[src/rtl/prms_pkg.sv]
// shared types and constants for the profile ratio motion scaler
// no dependencies
`default_nettype none

package prms_pkg;

  localparam int DEF_TABLE_SLOTS = 4;
  localparam int DEF_MOTION_BITS = 16;

  localparam int CFG_IDX_W  = 3;
  localparam int CFG_DATA_W = 40;
  localparam int RATIO_W    = 16;
  localparam int KEY_W      = 8;
  localparam int IN_W       = 16;
  localparam int OUT_W      = 32;
  localparam int CARRY_W    = RATIO_W + 1;
  localparam int SLOT_CNT_W = 3;

  // register indexes; slot entries sit below REG_SLOT_COUNT
  localparam logic [CFG_IDX_W-1:0] REG_SLOT_COUNT = 3'd4;
  localparam logic [CFG_IDX_W-1:0] REG_FB_NUM     = 3'd5;
  localparam logic [CFG_IDX_W-1:0] REG_FB_DEN     = 3'd6;

  localparam logic       MODE_ENDPOINT = 1'b1;
  localparam logic [1:0] AXIS_X        = 2'd0;
  localparam logic [1:0] AXIS_Y        = 2'd1;

  typedef struct packed {
    logic [RATIO_W-1:0] num;
    logic [RATIO_W-1:0] den;
  } ratio_t;

  typedef struct packed {
    logic capture;
    logic decode;
    logic mul;
    logic add;
    logic div_step;
    logic fix;
    logic emit;
  } ctrl_cmd_t;

  typedef struct packed {
    logic endpoint;
    logic pass;
    logic div_last;
    logic out_free;
  } dp_status_t;

endpackage

`default_nettype wire

[src/rtl/prms_cfg.sv]
// configuration registers and ratio selection
// depends on prms_pkg
`default_nettype none

module prms_cfg #(
  parameter int TABLE_SLOTS = prms_pkg::DEF_TABLE_SLOTS
) (
  input  wire logic                           clk,
  input  wire logic                           rst,
  input  wire logic                           cfg_wr_en,
  input  wire logic [prms_pkg::CFG_IDX_W-1:0] cfg_index,
  input  wire logic [prms_pkg::CFG_DATA_W-1:0] cfg_data,
  input  wire logic                           usb_active,
  input  wire logic [prms_pkg::KEY_W-1:0]     active_profile,
  output prms_pkg::ratio_t                    ratio
);
  import prms_pkg::*;

  localparam int SLOT_IDX_W = (TABLE_SLOTS > 1) ? $clog2(TABLE_SLOTS) : 1;

  logic [CFG_DATA_W-1:0] slot [TABLE_SLOTS];
  logic [SLOT_CNT_W-1:0] slots_in_use;
  logic [RATIO_W-1:0]    fb_num;
  logic [RATIO_W-1:0]    fb_den;
  logic [SLOT_CNT_W-1:0] search_cnt;

  always_ff @(posedge clk) begin
    if (rst) begin
      for (int i = 0; i < TABLE_SLOTS; i++) begin
        slot[i] <= '0;
      end
      slots_in_use <= '0;
      fb_num       <= RATIO_W'(1);
      fb_den       <= RATIO_W'(1);
    end else if (cfg_wr_en) begin
      if (cfg_index < CFG_IDX_W'(TABLE_SLOTS)) begin
        slot[cfg_index[SLOT_IDX_W-1:0]] <= cfg_data;
      end else if (cfg_index == REG_SLOT_COUNT) begin
        slots_in_use <= cfg_data[SLOT_CNT_W-1:0];
      end else if (cfg_index == REG_FB_NUM) begin
        fb_num <= cfg_data[RATIO_W-1:0];
      end else if (cfg_index == REG_FB_DEN) begin
        fb_den <= cfg_data[RATIO_W-1:0];
      end
    end
  end

  assign search_cnt = (slots_in_use > SLOT_CNT_W'(TABLE_SLOTS)) ?
                      SLOT_CNT_W'(TABLE_SLOTS) : slots_in_use;

  // walk from the last slot down so the lowest matching slot wins
  always_comb begin
    ratio.num = fb_num;
    ratio.den = fb_den;
    if (!usb_active) begin
      for (int i = TABLE_SLOTS - 1; i >= 0; i--) begin
        if (SLOT_CNT_W'(i) < search_cnt &&
            slot[i][CFG_DATA_W-1 -: KEY_W] == active_profile) begin
          ratio.num = slot[i][2*RATIO_W-1:RATIO_W];
          ratio.den = slot[i][RATIO_W-1:0];
        end
      end
    end
  end

endmodule

`default_nettype wire

[src/rtl/prms_ctrl.sv]
// sequencing state machine for the motion scaler
// depends on prms_pkg
`default_nettype none

module prms_ctrl (
  input  wire logic                 clk,
  input  wire logic                 rst,
  input  wire logic                 in_valid,
  output logic                      in_ready,
  input  prms_pkg::dp_status_t      status,
  output prms_pkg::ctrl_cmd_t       cmd
);
  import prms_pkg::*;

  typedef enum logic [6:0] {
    S_IDLE   = 7'b0000001,
    S_DECODE = 7'b0000010,
    S_MUL    = 7'b0000100,
    S_ADD    = 7'b0001000,
    S_DIV    = 7'b0010000,
    S_FIX    = 7'b0100000,
    S_EMIT   = 7'b1000000
  } state_t;

  state_t state;
  state_t state_next;

  always_ff @(posedge clk) begin
    if (rst) begin
      state <= S_IDLE;
    end else begin
      state <= state_next;
    end
  end

  always_comb begin
    state_next = state;
    cmd        = '0;
    in_ready   = 1'b0;
    unique case (state)
      S_IDLE: begin
        in_ready    = 1'b1;
        cmd.capture = in_valid;
        if (in_valid) state_next = S_DECODE;
      end
      S_DECODE: begin
        cmd.decode = 1'b1;
        priority if (status.endpoint) state_next = S_IDLE;
        else if (status.pass)         state_next = S_EMIT;
        else                          state_next = S_MUL;
      end
      S_MUL: begin
        cmd.mul    = 1'b1;
        state_next = S_ADD;
      end
      S_ADD: begin
        cmd.add    = 1'b1;
        state_next = S_DIV;
      end
      S_DIV: begin
        cmd.div_step = 1'b1;
        if (status.div_last) state_next = S_FIX;
      end
      S_FIX: begin
        cmd.fix    = 1'b1;
        state_next = S_EMIT;
      end
      S_EMIT: begin
        cmd.emit = status.out_free;
        if (status.out_free) state_next = S_IDLE;
      end
      default: state_next = S_IDLE;
    endcase
  end

endmodule

`default_nettype wire

[src/rtl/prms_dp.sv]
// datapath: item capture, endpoint state, multiply, bit-serial divider,
// per-axis remainder carry and output register; depends on prms_pkg
`default_nettype none

module prms_dp #(
  parameter int MOTION_BITS = prms_pkg::DEF_MOTION_BITS
) (
  input  wire logic                         clk,
  input  wire logic                         rst,
  input  prms_pkg::ctrl_cmd_t               cmd,
  output prms_pkg::dp_status_t              status,
  input  wire logic                         mode,
  input  wire logic                         is_relative,
  input  wire logic [1:0]                   axis,
  input  wire logic signed [prms_pkg::IN_W-1:0] motion_in,
  input  wire logic                         on_usb,
  input  wire logic [prms_pkg::KEY_W-1:0]   profile_number,
  input  prms_pkg::ratio_t                  ratio,
  output logic                              usb_active,
  output logic [prms_pkg::KEY_W-1:0]        active_profile,
  output logic                              out_valid,
  input  wire logic                         out_ready,
  output logic signed [prms_pkg::OUT_W-1:0] motion_out,
  output logic                              was_scaled
);
  import prms_pkg::*;

  localparam int PROD_W = MOTION_BITS + RATIO_W + 1;
  localparam int TOT_W  = PROD_W + 1;
  localparam int MAG_W  = TOT_W - 1;
  localparam int CNT_W  = $clog2(MAG_W);
  localparam int SAT_W  = (TOT_W > OUT_W) ? TOT_W : OUT_W + 1;
  localparam logic signed [SAT_W-1:0] SAT_HI = SAT_W'({1'b0, {(OUT_W-1){1'b1}}});
  localparam logic signed [SAT_W-1:0] SAT_LO = ~SAT_HI;

  // captured item
  logic                          mode_q;
  logic                          rel_q;
  logic [1:0]                    axis_q;
  logic signed [MOTION_BITS-1:0] mot_q;
  logic                          usb_q;
  logic [KEY_W-1:0]              prof_q;

  logic [RATIO_W-1:0]            num_q;
  logic [RATIO_W-1:0]            den_q;
  logic signed [PROD_W-1:0]      prod;
  logic signed [CARRY_W-1:0]     carry_x;
  logic signed [CARRY_W-1:0]     carry_y;
  logic                          neg;
  logic [MAG_W-1:0]              mag;
  logic [RATIO_W-1:0]            rem;
  logic [CNT_W-1:0]              cnt;
  logic signed [OUT_W-1:0]       result;
  logic                          result_scaled;

  logic signed [CARRY_W-1:0]     carry_sel;
  logic signed [TOT_W-1:0]       total;
  logic signed [TOT_W-1:0]       total_abs;
  logic [RATIO_W:0]              trial;
  logic                          trial_ge;
  logic signed [TOT_W-1:0]       quot_s;
  logic signed [SAT_W-1:0]       quot_ext;
  logic signed [CARRY_W-1:0]     rem_s;
  logic signed [OUT_W-1:0]       quot_sat;
  logic signed [RATIO_W+1:0]     num_s;

  assign status.endpoint = (mode_q == MODE_ENDPOINT);
  assign status.pass     = !rel_q || (axis_q != AXIS_X && axis_q != AXIS_Y) ||
                           ratio.den == '0 || ratio.num == ratio.den;
  assign status.div_last = (cnt == CNT_W'(MAG_W - 1));
  assign status.out_free = !out_valid || out_ready;

  assign num_s     = $signed({2'b00, num_q});
  assign carry_sel = (axis_q == AXIS_X) ? carry_x : carry_y;
  assign total     = TOT_W'(prod) + TOT_W'(carry_sel);
  assign total_abs = total[TOT_W-1] ? -total : total;

  // one restoring step: shift in the next dividend bit, subtract if it fits
  assign trial    = {rem, mag[MAG_W-1]};
  assign trial_ge = (trial >= {1'b0, den_q});

  // truncating division: quotient and remainder both follow the dividend sign
  assign quot_s   = neg ? -$signed({1'b0, mag}) : $signed({1'b0, mag});
  assign rem_s    = neg ? -$signed({1'b0, rem}) : $signed({1'b0, rem});
  assign quot_ext = SAT_W'(quot_s);

  always_comb begin
    priority if (quot_ext > SAT_HI) quot_sat = SAT_HI[OUT_W-1:0];
    else if (quot_ext < SAT_LO)     quot_sat = SAT_LO[OUT_W-1:0];
    else                            quot_sat = quot_ext[OUT_W-1:0];
  end

  // payload registers
  always_ff @(posedge clk) begin
    if (cmd.capture) begin
      mode_q <= mode;
      rel_q  <= is_relative;
      axis_q <= axis;
      mot_q  <= motion_in[MOTION_BITS-1:0];
      usb_q  <= on_usb;
      prof_q <= profile_number;
    end
    if (cmd.decode) begin
      num_q         <= ratio.num;
      den_q         <= ratio.den;
      result        <= OUT_W'(mot_q);
      result_scaled <= 1'b0;
    end
    if (cmd.mul) begin
      prod <= PROD_W'(mot_q) * PROD_W'(num_s);
    end
    if (cmd.add) begin
      neg <= total[TOT_W-1];
      mag <= total_abs[MAG_W-1:0];
      rem <= '0;
      cnt <= '0;
    end
    if (cmd.div_step) begin
      rem <= trial_ge ? RATIO_W'(trial - {1'b0, den_q}) : trial[RATIO_W-1:0];
      mag <= {mag[MAG_W-2:0], trial_ge};
      cnt <= cnt + CNT_W'(1);
    end
    if (cmd.fix) begin
      result        <= quot_sat;
      result_scaled <= 1'b1;
    end
    if (cmd.emit) begin
      motion_out <= result;
      was_scaled <= result_scaled;
    end
  end

  // control and architectural state
  always_ff @(posedge clk) begin
    if (rst) begin
      usb_active     <= 1'b0;
      active_profile <= '0;
      carry_x        <= '0;
      carry_y        <= '0;
      out_valid      <= 1'b0;
    end else begin
      if (cmd.decode && mode_q == MODE_ENDPOINT) begin
        usb_active <= usb_q;
        if (!usb_q) active_profile <= prof_q;
      end
      if (cmd.fix) begin
        if (axis_q == AXIS_X) carry_x <= rem_s;
        else                  carry_y <= rem_s;
      end
      if (cmd.emit)           out_valid <= 1'b1;
      else if (out_ready)     out_valid <= 1'b0;
    end
  end

endmodule

`default_nettype wire

[src/rtl/profile_ratio_motion_scaler.sv]
// scaled motion item: captured, decoded, multiplied, carry added, divided by the
// restoring divider at one quotient bit per cycle, then saturated and emitted;
// pass-through item: decoded and emitted unscaled; endpoint item: no result
// one item in flight: the next transfer waits for the last item to finish; the
// output register lets it start while a result waits
// sync reset clears carries, endpoint state and config
`default_nettype none

module profile_ratio_motion_scaler #(
  parameter int TABLE_SLOTS = prms_pkg::DEF_TABLE_SLOTS,
  parameter int MOTION_BITS = prms_pkg::DEF_MOTION_BITS
) (
  input  wire logic                             clk,
  input  wire logic                             rst,
  input  wire logic                             in_valid,
  output logic                                  in_ready,
  input  wire logic                             mode,
  input  wire logic                             is_relative,
  input  wire logic [1:0]                       axis,
  input  wire logic signed [prms_pkg::IN_W-1:0] motion_in,
  input  wire logic                             on_usb,
  input  wire logic [prms_pkg::KEY_W-1:0]       profile_number,
  output logic                                  out_valid,
  input  wire logic                             out_ready,
  output logic signed [prms_pkg::OUT_W-1:0]     motion_out,
  output logic                                  was_scaled,
  input  wire logic                             cfg_wr_en,
  input  wire logic [prms_pkg::CFG_IDX_W-1:0]   cfg_index,
  input  wire logic [prms_pkg::CFG_DATA_W-1:0]  cfg_data
);
  import prms_pkg::*;

  ctrl_cmd_t        cmd;
  dp_status_t       status;
  ratio_t           ratio;
  logic             usb_active;
  logic [KEY_W-1:0] active_profile;

  prms_cfg #(
    .TABLE_SLOTS(TABLE_SLOTS)
  ) u_cfg (
    .clk            (clk),
    .rst            (rst),
    .cfg_wr_en      (cfg_wr_en),
    .cfg_index      (cfg_index),
    .cfg_data       (cfg_data),
    .usb_active     (usb_active),
    .active_profile (active_profile),
    .ratio          (ratio)
  );

  prms_ctrl u_ctrl (
    .clk      (clk),
    .rst      (rst),
    .in_valid (in_valid),
    .in_ready (in_ready),
    .status   (status),
    .cmd      (cmd)
  );

  prms_dp #(
    .MOTION_BITS(MOTION_BITS)
  ) u_dp (
    .clk            (clk),
    .rst            (rst),
    .cmd            (cmd),
    .status         (status),
    .mode           (mode),
    .is_relative    (is_relative),
    .axis           (axis),
    .motion_in      (motion_in),
    .on_usb         (on_usb),
    .profile_number (profile_number),
    .ratio          (ratio),
    .usb_active     (usb_active),
    .active_profile (active_profile),
    .out_valid      (out_valid),
    .out_ready      (out_ready),
    .motion_out     (motion_out),
    .was_scaled     (was_scaled)
  );

endmodule

`default_nettype wire

[config.mk]
export PLATFORM = sky130hd
export DESIGN_NAME = profile_ratio_motion_scaler
export DESIGN_NICKNAME = d
export VERILOG_FILES = /design/src/rtl/prms_pkg.sv /design/src/rtl/prms_cfg.sv /design/src/rtl/prms_ctrl.sv /design/src/rtl/prms_dp.sv /design/src/rtl/profile_ratio_motion_scaler.sv
export SDC_FILE = /design/constraint.sdc
export NUM_CORES = 2
export LEC_CHECK = 0
export BUFFER_PORTS_ARGS = -buffer_cell sky130_fd_sc_hd__buf_2
export CORE_MARGIN = 2
export CORE_UTILIZATION = 50
export DETAILED_ROUTE_END_ITERATION = 12
export HOLD_SLACK_MARGIN = 0.03
export PLACE_DENSITY = 0.64
export SLEW_MARGIN = 40
export SYNTH_ARGS = -nofsm -noshare
export SYNTH_HDL_FRONTEND = slang
export SYNTH_SLANG_ARGS = --single-unit
[constraint.sdc]
create_clock -name clk -period 6.78 [get_ports clk]
set_input_delay 0.339 -clock clk [delete_from_list [all_inputs] [get_ports clk]]
set_output_delay 0.339 -clock clk [all_outputs]
set_load 0.05 [all_outputs]
==> results.yml <==
synthesis:
  ys_top_cells_by_area: "edfxtp_1, fa_1, ha_1"
  yosysMostFrequentCell: "edfxtp_1"
  netlist_area_sq_mm: 0.0318
  postSynthCellCount: 3165
  synth_cell_types: 78
  ys_seq_area_share_pct: 40.9
  synth_edf_count: 375
  syn_nets: 3614
  ys_async_sr_fraction_pct: 0
  synth_largest_area_cell: "edfxtp_1"
  syn_area_per_cell_sq_um: 10.1
  netlist.area_leader.share_pct: 35.4
  synth_commonest_cells: "edfxtp_1, nand2_1, inv_1"
  synth_ff_type: "edfxtp_1"
  yosysWarningCount: 0
  synth-seq-cells: 462
place:
  gp_congestion: 0.919
  place_inst: 4023
  hpwl_um: 61200
  port_buffers: 111
  dp_slack_ps: 94.2
  place_area_sq_mm: 0.0334
setup_path:
  cp_max_fo: 9
  cp_top_family: "adder cells"
  path_buf_inv: 4
  startpoint_type: "flop"
  arrival_ps: 6850
  r2r_start: "u_dp.mot_q[10]"
  worstPathRequired_ps: 7120
  crit_top_cell: "fa_1"
  crit_slowest_cell: "edfxtp_1"
  max_stage_delay_ps: 610
  crit_start: "u_dp.mot_q[10]"
  critPathCaptureType: "flop"
  critPathKind: "flop to flop"
  crit_chain: "and2_1 -> fa_1 -> inv_1 -> fa_1 -> inv_1 -> fa_1 -> fa_1 -> fa_1 -> inv_1 -> fa_1 -> inv_1 -> ha_1 -> a21o_1 -> a21o_1 -> a21oi_1 -> o21ai_0 -> a31oi_1 -> o21ai_1 -> a211oi_1 -> nor2_1 -> a21o_1 -> a21oi_1 -> xnor2_1"
global_routing:
  grt_max_degree: 78
  grt.overflow.total: 0
  grt_pass1_wl_um: 133000
  antenna_found_initial: 0
  grt_usage_pct: 25.7
  grt_pass1_vias: 23720
drt:
  wl_met1_um: 35100
  wl_met3_um: 4870
  drt_wl_total_um: 85100
  drt_iter0_drc: 1646
  first_pass_iters: 5
  top_layer_used: "met4"
  wl_per_cell_um: 20.4
  met2_length_um: 41900
  final_antenna_net_count: 0
  viasPerCell: 5.66
  vias: 23645
  drc: 0
cells_and_area:
  fin_util_pct: 56.6
  area_growth_pct: 12.0
  register_area_sq_mm: 0.0130
  drive_gt1_share_pct: 10.3
  stdcell_count: 4176
  diodes: 0
  layout.nets: 3736
  fillers: 5437
  design_area_sq_mm: 0.0356
  multi_input_area_sq_mm: 0.0171
sta:
  hold_viol: 0
  clock.fmax_mhz: 154
  period_share_pct: 96.0
  setup_violations: 0
  fin_ws_ps: 269
  layout_min_cycle_time_ps: 6510
  maxSlewHeadroom_pct: 40.5
  maxSlewViolCount: 0
  clock_skew_ps: 24.1
  max_slew.worst_pin.slew_ps: 893
power_and_ir_drop:
  cellLeakagePower_nw: 15.0
  peakVddDrop_mv: 0.410
  power.density_mw_per_mm2: 344
run_status:
  outcome: "finished, final reports clean"
cts:
  cts_tree: "done"
  clk_pin_slew_ps: 60
  cts_root_buf: "clkbuf_16"
  htree_levels: 2
  insertion_delay_ps: 610
  clock_sinks: 462
  cts_buffers: 51
  clockBufferDepth: 3
die:
  die_height_um: 256
  die_w_um: 256
  core_sq_mm: 0.0630
  ios: 112
  start_util_pct: 50.5
  dieArea_sq_mm: 0.0657
  std_cell_rows: 92
worst_hold_path:
  hold_start: "cfg_data[14]"
  min_path_type: "input port to flop"
flow_run:
  cap_violations: 0
[layout by cell type, fill, tap and decap left out, drive strengths merged, types with 23 or more instances in the layout]
cell and count:
and2 121, nor3 25, edfxtp 375, and3 38, fa 196, buf 189
a21o 30, dfxtp 87, o21ai 96, ha 176, nand2 371, o221ai 33
a21oi 216, mux2i 53, clkbuf 63, inv 337, nand4 25, nand2b 23
dlygate4sd3 38, nand3 57, a211oi 41, xor2 104, nor2 259, a211o 33
xnor2 87
[kinds of logic after synthesis]
group / share of synthesized area [%]
XOR/XNOR: 5.26
AO/OA/AOI/OAI: 11.7
AND/OR/NAND/NOR: 14.7
adder cells (fa/ha/maj): 19.2
buffers and inverters: 5.89
flip-flops: 40.9
multiplexers: 2.37
[layer usage]
layer / global-route usage (%) / vias to the layer above
met5: 0 / -
met3: 3.40 / 169
met4: 9.54 / 0
li1: - / 11088
met2: 44.6 / 805
met1: 32.7 / 11583
[final timing paths]
kind                               to  slack, ps  depth (start not counted)
setup / recovery        u_dp.prod[31]        270                         23
hold / removal       u_cfg.fb_den[14]         60                          3
setup reg to reg        u_dp.prod[31]        270                         23
hold reg to reg   u_dp.motion_out[15]        420                          0
[area by class of cell]
cell class / count / area share, %
Clock inverter: 33 / 1.02
Multi-Input combinational cell: 2210 / 48.0
Clock buffer: 63 / 3.76
Timing Repair Buffer: 227 / 4.28
Inverter: 335 / 3.53
Tap cell: 846 / 2.97
Sequential cell: 462 / 36.5
[flip-flops by register name, summed over array words and instances, names as in the netlist, 7 cells and up]
signal	count
u_dp.mag	33
u_dp.carry_y	17
u_dp.rem	16
u_dp.prod	33
u_dp.result	32
u_dp.mot_q	16
u_dp.carry_x	17
u_cfg.slot	160
u_dp.num_q	16
u_cfg.fb_num	16
u_ctrl.state	7
u_dp.motion_out	32
u_dp.active_profile	8
u_dp.prof_q	8
u_dp.den_q	16
u_cfg.fb_den	16
[worst register-to-register path: cells and delay by family (launching register included)]
family	cells	cell delay [ps]
simple gates	2	380
fa+ha+maj	7	3310
xor+xnor	1	80
flops	1	610
compound gates	9	1660
buf+inv	4	220
[power by group]
| group | switching [mW] | internal, mW | leakage, nW |
|---|---|---|---|
| logic | 3.34 | 2.52 | 10.0 |
| clock network | 1.17 | 1.64 | 0.822 |
| registers | 0.0907 | 3.49 | 4.17 |
[timing repair]
item / in CTS / in global routing
hold endpoints to repair: 40 / 0
endpoints found under the setup margin: 0 / 8
gates resized for setup: 0 / 6
buffers inserted: 0 / 19
hold buffers: 38 / 0
[stage by stage]
stage	setup TNS [ps]	total power, mW	hold WS (ps)
detailed placement	0	9.34	406
finish	0	12.3	56.3
global route	-31.6	13.2	43.2
floorplan	0	7.93	400
global placement	0	9.18	401
CTS	0	12.2	30.4
Power figures use the tool's default switching activity.
